File: src/design/lcdw_pkg.sv
// ----------------------------------------------------------------------------
// lcdw_pkg
// Shared types, codes and constants for the character display write unit.
// ----------------------------------------------------------------------------
package lcdw_pkg;

  localparam int MAX_DIGITS_DEF = 5;

  typedef enum logic [2:0] {
    OP_INIT   = 3'd0,
    OP_CMD    = 3'd1,
    OP_DATA   = 3'd2,
    OP_CURSOR = 3'd3,
    OP_NUMBER = 3'd4
  } op_t;

  typedef enum logic [1:0] {
    S_IDLE,
    S_EMIT,
    S_CONV,
    S_SEND
  } state_t;

  localparam logic [1:0]  LINE_ONE     = 2'd1;
  localparam logic [1:0]  LINE_TWO     = 2'd2;
  localparam logic [7:0]  CMD_SET_ADDR = 8'h80;
  localparam logic [7:0]  LINE2_OFFSET = 8'h40;
  localparam logic [7:0]  CMD_FUNC_SET = 8'h38;
  localparam logic [7:0]  CMD_DISP_ON  = 8'h0C;
  localparam logic [7:0]  CMD_ENTRY    = 8'h06;
  localparam logic [7:0]  CMD_CLEAR    = 8'h01;
  localparam logic [7:0]  ASCII_ZERO   = 8'h30;

  // x / 10 == (x * 0xCCCD) >> 19 for every 16-bit x
  localparam logic [15:0] DIV10_MUL    = 16'hCCCD;
  localparam int          DIV10_SHIFT  = 19;

  typedef struct packed {
    logic load;
    logic conv_step;
    logic out_load;
  } ctrl_cmd_t;

  typedef struct packed {
    logic need_conv;
    logic conv_last;
    logic none_left;
  } ctrl_stat_t;

  // init command picked by the number of writes still to go
  function automatic logic [7:0] init_cmd(input logic [2:0] left);
    logic [7:0] b;
    case (left)
      3'd4:    b = CMD_FUNC_SET;
      3'd3:    b = CMD_DISP_ON;
      3'd2:    b = CMD_ENTRY;
      default: b = CMD_CLEAR;
    endcase
    return b;
  endfunction

endpackage

File: src/design/char_lcd_command_and_number_writer_unit.sv
// ----------------------------------------------------------------------------
// char_lcd_command_and_number_writer_unit
// Turns one display operation into its command and data byte writes.
//
//   port group  dir  tdata                         tuser     tlast
//   s_axis      in   opcode, byte_value, line,     -         -
//                    column, number, digit_count
//   m_axis      out  bus_byte                      is_data   last write
//
// One operation at a time; s_axis_tready is high only while idle.
// Plain ops: an emit state loads the write register, then the send state
// presents each write and loads the next as it is taken. Show number: the
// divide-by-ten loop fills the digits before emit. Idle follows the last write.
// Output stalls hold the write register; no beat is lost or repeated.
// Reset (rst, synchronous) returns the sequencer to idle.
// ----------------------------------------------------------------------------
module char_lcd_command_and_number_writer_unit #(
  parameter int MAX_DIGITS = lcdw_pkg::MAX_DIGITS_DEF
) (
  input  logic        clk,
  input  logic        rst,
  input  logic        s_axis_tvalid,
  output logic        s_axis_tready,
  // opcode[2:0], byte_value[10:3], line[12:11], column[17:13],
  // number[33:18], digit_count[36:34], zero[39:37]
  input  logic [39:0] s_axis_tdata,
  output logic        m_axis_tvalid,
  input  logic        m_axis_tready,
  // bus_byte[7:0]
  output logic [7:0]  m_axis_tdata,
  // is_data
  output logic        m_axis_tuser,
  output logic        m_axis_tlast
);

  lcdw_pkg::ctrl_cmd_t  cmd;
  lcdw_pkg::ctrl_stat_t stat;

  lcdw_ctrl u_ctrl (
    .clk       (clk),
    .rst       (rst),
    .in_valid  (s_axis_tvalid),
    .in_ready  (s_axis_tready),
    .out_valid (m_axis_tvalid),
    .out_ready (m_axis_tready),
    .stat      (stat),
    .cmd       (cmd)
  );

  lcdw_dp #(
    .MAX_DIGITS (MAX_DIGITS)
  ) u_dp (
    .clk         (clk),
    .in_data     (s_axis_tdata),
    .cmd         (cmd),
    .stat        (stat),
    .out_byte    (m_axis_tdata),
    .out_is_data (m_axis_tuser),
    .out_last    (m_axis_tlast)
  );

  a_one_op: assert property (@(posedge clk) disable iff (rst)
    !(s_axis_tready && m_axis_tvalid))
    else $error("input taken while a write is pending");

  a_accept_gap: assert property (@(posedge clk) disable iff (rst)
    (s_axis_tvalid && s_axis_tready) |=> !m_axis_tvalid)
    else $error("write presented straight after accept");

  a_last_idle: assert property (@(posedge clk) disable iff (rst)
    (m_axis_tvalid && m_axis_tready && m_axis_tlast) |=> s_axis_tready)
    else $error("not idle after last write");

  a_more: assert property (@(posedge clk) disable iff (rst)
    (m_axis_tvalid && m_axis_tready && !m_axis_tlast) |=> m_axis_tvalid)
    else $error("run ended without last write");

endmodule

File: src/design/lcdw_ctrl.sv
// ----------------------------------------------------------------------------
// lcdw_ctrl
// Sequencer: capture, digit conversion, then one display write per beat.
// ----------------------------------------------------------------------------
module lcdw_ctrl (
  input  logic                clk,
  input  logic                rst,
  input  logic                in_valid,
  output logic                in_ready,
  output logic                out_valid,
  input  logic                out_ready,
  input  lcdw_pkg::ctrl_stat_t stat,
  output lcdw_pkg::ctrl_cmd_t  cmd
);

  lcdw_pkg::state_t state, state_next;

  always_ff @(posedge clk) begin
    if (rst) begin
      state <= lcdw_pkg::S_IDLE;
    end else begin
      state <= state_next;
    end
  end

  always_comb begin
    state_next = state;
    case (state)
      lcdw_pkg::S_IDLE: begin
        if (in_valid) state_next = lcdw_pkg::S_EMIT;
      end
      lcdw_pkg::S_EMIT: begin
        if (stat.need_conv)      state_next = lcdw_pkg::S_CONV;
        else if (stat.none_left) state_next = lcdw_pkg::S_IDLE;
        else                     state_next = lcdw_pkg::S_SEND;
      end
      lcdw_pkg::S_CONV: begin
        if (stat.conv_last) state_next = lcdw_pkg::S_EMIT;
      end
      lcdw_pkg::S_SEND: begin
        if (out_ready && stat.none_left) state_next = lcdw_pkg::S_IDLE;
      end
      default: state_next = lcdw_pkg::S_IDLE;
    endcase
  end

  always_comb begin
    in_ready      = 1'b0;
    out_valid     = 1'b0;
    cmd.load      = 1'b0;
    cmd.conv_step = 1'b0;
    cmd.out_load  = 1'b0;
    case (state)
      lcdw_pkg::S_IDLE: begin
        in_ready = 1'b1;
        cmd.load = in_valid;
      end
      lcdw_pkg::S_EMIT: begin
        cmd.out_load = !stat.need_conv && !stat.none_left;
      end
      lcdw_pkg::S_CONV: begin
        cmd.conv_step = 1'b1;
      end
      lcdw_pkg::S_SEND: begin
        out_valid    = 1'b1;
        cmd.out_load = out_ready && !stat.none_left;
      end
      default: ;
    endcase
  end

endmodule

File: src/design/lcdw_dp.sv
// ----------------------------------------------------------------------------
// lcdw_dp
// Operand registers, decimal digit extraction and output write register.
// ----------------------------------------------------------------------------
module lcdw_dp #(
  parameter int MAX_DIGITS = lcdw_pkg::MAX_DIGITS_DEF
) (
  input  logic                 clk,
  input  logic [39:0]          in_data,
  input  lcdw_pkg::ctrl_cmd_t  cmd,
  output lcdw_pkg::ctrl_stat_t stat,
  output logic [7:0]           out_byte,
  output logic                 out_is_data,
  output logic                 out_last
);

  localparam int IW = (MAX_DIGITS > 1) ? $clog2(MAX_DIGITS) : 1;
  localparam int CW = $clog2(MAX_DIGITS + 5);

  lcdw_pkg::op_t   opcode;
  logic [7:0]      byte_value;
  logic [1:0]      line;
  logic [4:0]      column;
  logic [15:0]     work;
  logic [3:0]      digits [MAX_DIGITS];
  logic [IW-1:0]   dptr;
  logic [IW-1:0]   conv_cnt;
  logic [CW-1:0]   left;
  logic            cur_pend;
  logic            converted;

  // incoming fields
  logic [2:0]  in_opcode;
  logic [1:0]  in_line;
  logic [2:0]  in_count;
  logic        in_has_cur;
  logic [3:0]  nsat;
  logic [3:0]  writes;

  assign in_opcode  = in_data[2:0];
  assign in_line    = in_data[12:11];
  assign in_count   = in_data[36:34];
  assign in_has_cur = (in_line == lcdw_pkg::LINE_ONE) || (in_line == lcdw_pkg::LINE_TWO);
  assign nsat       = (4'(in_count) > 4'(MAX_DIGITS)) ? 4'(MAX_DIGITS) : 4'(in_count);

  always_comb begin
    case (in_opcode)
      lcdw_pkg::OP_INIT:   writes = 4'd4;
      lcdw_pkg::OP_CMD:    writes = 4'd1;
      lcdw_pkg::OP_DATA:   writes = 4'd1;
      lcdw_pkg::OP_CURSOR: writes = {3'b000, in_has_cur};
      lcdw_pkg::OP_NUMBER: writes = nsat + {3'b000, in_has_cur};
      default:             writes = 4'd0;
    endcase
  end

  // divide by ten through the reciprocal
  logic [31:0] prod;
  logic [12:0] quot;
  logic [15:0] quot10;
  logic [3:0]  rdig;

  assign prod   = 32'(work) * 32'(lcdw_pkg::DIV10_MUL);
  assign quot   = prod[31:lcdw_pkg::DIV10_SHIFT];
  assign quot10 = 16'({quot, 3'b000}) + 16'({quot, 1'b0});
  assign rdig   = 4'(work - quot10);

  // byte for the current write
  logic [7:0] addr;
  logic [7:0] cur_byte;
  logic       cur_data;

  always_comb begin
    addr = 8'(column) - 8'd1;
    if (line == lcdw_pkg::LINE_TWO) addr = addr + lcdw_pkg::LINE2_OFFSET;
    addr = addr | lcdw_pkg::CMD_SET_ADDR;
    cur_byte = 8'd0;
    cur_data = 1'b0;
    case (opcode)
      lcdw_pkg::OP_INIT:   cur_byte = lcdw_pkg::init_cmd(left[2:0]);
      lcdw_pkg::OP_CMD:    cur_byte = byte_value;
      lcdw_pkg::OP_DATA: begin
        cur_byte = byte_value;
        cur_data = 1'b1;
      end
      lcdw_pkg::OP_CURSOR: cur_byte = addr;
      lcdw_pkg::OP_NUMBER: begin
        if (cur_pend) begin
          cur_byte = addr;
        end else begin
          cur_byte = lcdw_pkg::ASCII_ZERO | {4'b0000, digits[dptr]};
          cur_data = 1'b1;
        end
      end
      default: ;
    endcase
  end

  always_ff @(posedge clk) begin
    if (cmd.load) begin
      opcode     <= lcdw_pkg::op_t'(in_opcode);
      byte_value <= in_data[10:3];
      line       <= in_line;
      column     <= in_data[17:13];
      work       <= in_data[33:18];
      dptr       <= IW'(nsat - 4'd1);
      left       <= CW'(writes);
      cur_pend   <= in_has_cur;
      converted  <= 1'b0;
      conv_cnt   <= '0;
    end
    if (cmd.conv_step) begin
      work <= 16'(quot);
      for (int i = 0; i < MAX_DIGITS - 1; i++) begin
        digits[i] <= digits[i+1];
      end
      digits[MAX_DIGITS-1] <= rdig;
      conv_cnt <= conv_cnt + IW'(1);
      if (stat.conv_last) converted <= 1'b1;
    end
    if (cmd.out_load) begin
      out_byte    <= cur_byte;
      out_is_data <= cur_data;
      out_last    <= (left == CW'(1));
      left        <= left - CW'(1);
      if (opcode == lcdw_pkg::OP_NUMBER) begin
        if (cur_pend) cur_pend <= 1'b0;
        else          dptr     <= dptr - IW'(1);
      end
    end
  end

  assign stat.need_conv = (opcode == lcdw_pkg::OP_NUMBER) && !converted;
  assign stat.conv_last = (conv_cnt == IW'(MAX_DIGITS - 1));
  assign stat.none_left = (left == '0);

endmodule
File: config.mk
export PLATFORM = sky130hd
export DESIGN_NAME = char_lcd_command_and_number_writer_unit
export DESIGN_NICKNAME = d
export VERILOG_FILES = /design/src/design/lcdw_pkg.sv /design/src/design/char_lcd_command_and_number_writer_unit.sv /design/src/design/lcdw_ctrl.sv /design/src/design/lcdw_dp.sv
export SDC_FILE = /design/constraint.sdc
export NUM_CORES = 1
export LEC_CHECK = 0
export BUFFER_PORTS_ARGS = -buffer_cell sky130_fd_sc_hd__buf_4
export CORE_ASPECT_RATIO = 2
export CORE_MARGIN = 8
export CORE_UTILIZATION = 55
export DETAILED_ROUTE_END_ITERATION = 16
export GPL_ROUTABILITY_DRIVEN = 0
export PLACE_DENSITY = 0.74
export SETUP_SLACK_MARGIN = 0.05
export SLEW_MARGIN = 20
export SYNTH_ARGS = -nofsm -noshare
export SYNTH_HDL_FRONTEND = slang
export SYNTH_SLANG_ARGS = --single-unit
File: constraint.sdc
create_clock -name clk -period 6.95 [get_ports clk]
set_input_delay 1.0425 -clock clk [delete_from_list [all_inputs] [get_ports clk]]
set_output_delay 1.0425 -clock clk [all_outputs]
set_load 0.02 [all_outputs]
==> impl_metrics.tcl <==
set metrics [dict create \
    startpoint_type "register" \
    report.final.setup_viol 0 \
    synth-async-reset-ratio 0 \
    final_nets 1079 \
    syn_area_um2 8023 \
    avgSynthCellArea_um2 10.63 \
    crit_top_cell "fa_1" \
    clk_path_buf_depth 2 \
    cp.arrival_ns 6.46 \
    rows 62 \
    cts.repair.resized 0 \
    synth.most_common_cell "inv_1" \
    port_buffers 52 \
    grt_max_degree 25 \
    hold_buffers 0 \
    finalHoldViolations 0 \
    io_pins 56 \
    crit_fanout 5 \
    crit_chain "ha_1, inv_1, fa_1, inv_1, fa_1, fa_1, fa_1, inv_1, fa_1, inv_1, ha_1, a21oi_1, o21ai_1, or3_4, a211oi_4, a21oi_2, o21a_1, or3_1, a31o_1" \
    multi_input_area_um2 5064 \
    wl_per_cell_um 19.09 \
    yosysTopAreaCell "edfxtp_1" \
    min_path_type "register to register" \
    fillers 1139 \
    synth_edf_count 68 \
    dr.pass1.iters 5 \
    overflow 0 \
    slew_headroom 0.4011 \
    regArea_um2 2242 \
    grt_antenna_before_repair 0 \
    vias 5700 \
    end_kind "register" \
    cap_violations 0 \
    grt_pass1_vias 6412 \
    finalWirelength_um 19220 \
    cts_root_buffer "clkbuf_16" \
    grt_pass1_wl_um 31230 \
    syn2layout_area_growth_pct 11.51 \
    die_w_um 101.4 \
    viasPerCell 5.660 \
    holdWs_ns 0.4465 \
    cts_inserted_buffers 9 \
    crit_buf_inv 4 \
    rsz0062_at_grt "false" \
    yosys-top-cells-count "inv_1 (178), ha_1 (145), fa_1 (80), edfxtp_1 (68), nand2_1 (49)" \
    clkLatencyLatePin_ns 0.34 \
    ys_types 55 \
    postSynthCellCount 755 \
    num_antenna_cells 0 \
    slew_viol_final 0 \
    core_area_um2 14350 \
    synth-seq-cells 78 \
    ys_seq_area_frac 0.2795 \
    die_h_um 186.8 \
    yosys.area.top_type_share 0.2545 \
    synth_flop_cell "edfxtp_1" \
    dieArea_um2 18940 \
    crit_required_ns 7.05 \
    grt.total_usage 0.2153 \
    slowest_delay_ns 0.55 \
    drtIter0Drc 239 \
    ys_warn_count 0 \
    drive_gt1_frac 0.1055 \
    cts_tree "yes" \
    status "complete, no violations" \
    setup_tns_ns 0 \
    finalCriticalPeriod_ns 6.367 \
    clock_skew_ns 0.01149 \
    dp_hpwl_um 16270 \
    cts_max_level 3 \
    post_cts.repair.setup_buffers 0 \
    drtAntennaViolNets 0 \
    crit_type "register to register" \
    slowest_stage "fa_1" \
    synth_nets 1024 \
    synthTopCellsByArea "edfxtp_1 (25%), ha_1 (23%), fa_1 (20%)" \
    critPathTopFamily "adder cells" \
    drc_errors 0 \
    numClockSinks 78 \
    clkTransAtPathRegs_ns 0.07 \
    initial_core_util 0.5590 \
    final.period_utilization 0.9161 \
    worst_pin_slew_ns 0.8962 \
    fmax_ghz 0.1571 \
]
-- cells by family (layout without fill, tap and decap cells) --
family	after synthesis	in the layout	synth area share
mux	12	12	0.02168
compound gates	99	99	0.08219
simple gates	124	124	0.07315
fa+ha+maj	225	225	0.4258
buf+inv	191	251	0.08936
xor+xnor	26	26	0.02838
flops	78	78	0.2795
-- sequential cells by signal (all words and copies together), names as in the netlist, 3 cells and up --
register and count:
u_dp.dptr 3, u_dp.work 16, u_dp.column 5, u_dp.opcode 3, u_dp.conv_cnt 3, u_dp.out_byte 8
u_dp.left 4, u_dp.byte_value 8, u_dp.digits 20
-- routing by layer --
| metal | up-vias | global-route usage | routed length [um] |
|---|---|---|---|
| li1 | 2631 | - | - |
| met3 | 83 | 0.02200 | 596 |
| met1 | 2788 | 0.1916 | 5999 |
| met4 | 0 | 0.1658 | 1589 |
| met5 | - | 0 | 0 |
| met2 | 198 | 0.4142 | 11040 |
-- layout by cell type, fill, tap and decap left out, drive strengths merged, types with 2 or more instances in the layout --
cell and instances:
or3 5, buf 57, a311oi 4, clkbuf 9, a21oi 27, nand4 4, ha 145, o21a 5
nor4 4, o21ai 24, o221ai 2, and2 5, nor2b 3, dfxtp 10, o211ai 3, xor2 12
mux2i 5, inv 181, nand2b 3, mux4 4, mux2 3, a221oi 2, a21o 8, nor2 26
nand2 49, edfxtp 68, xnor2 14, nand3 3, and4 3, fa 80, o31ai 5, nor3 14
clkinvlp 3, a31oi 2, a211oi 6
-- final timing paths --
check | start | endpoint | cells after the start | slack (ns)
worst max-delay path | u_dp.work[7] | u_dp.work[10] | 19 | 0.58
worst min-delay path | u_dp.digits[1][2] | u_dp.digits[0][2] | 0 | 0.45
worst max register to register | u_dp.work[7] | u_dp.work[10] | 19 | 0.58
worst min register to register | u_dp.digits[1][2] | u_dp.digits[0][2] | 0 | 0.45
-- stage by stage --
step	setup WS [ns]	utilization	instances	cell area [um2]
floorplan	1.186	-	755	8023
global placement	0.6714	0.6022	991	8642
detailed placement	0.5814	0.6022	991	8642
CTS	0.5683	0.6234	1007	8946
global route	0.3650	0.6234	1007	8946
finish	0.5832	0.6234	1007	8946
-- area by class of cell --
type	count	share of cell area
clock buffer	9	0.02517
clock inverter	7	0.008811
inverter	178	0.07469
multi-input combinational	486	0.5660
sequential	78	0.2506
tap	192	0.02685
timing repair buffer	57	0.04783
Power is left out: the tool's default activity adds up to more than one toggle a clock period on the data nets, which glitch-free logic cannot reach.
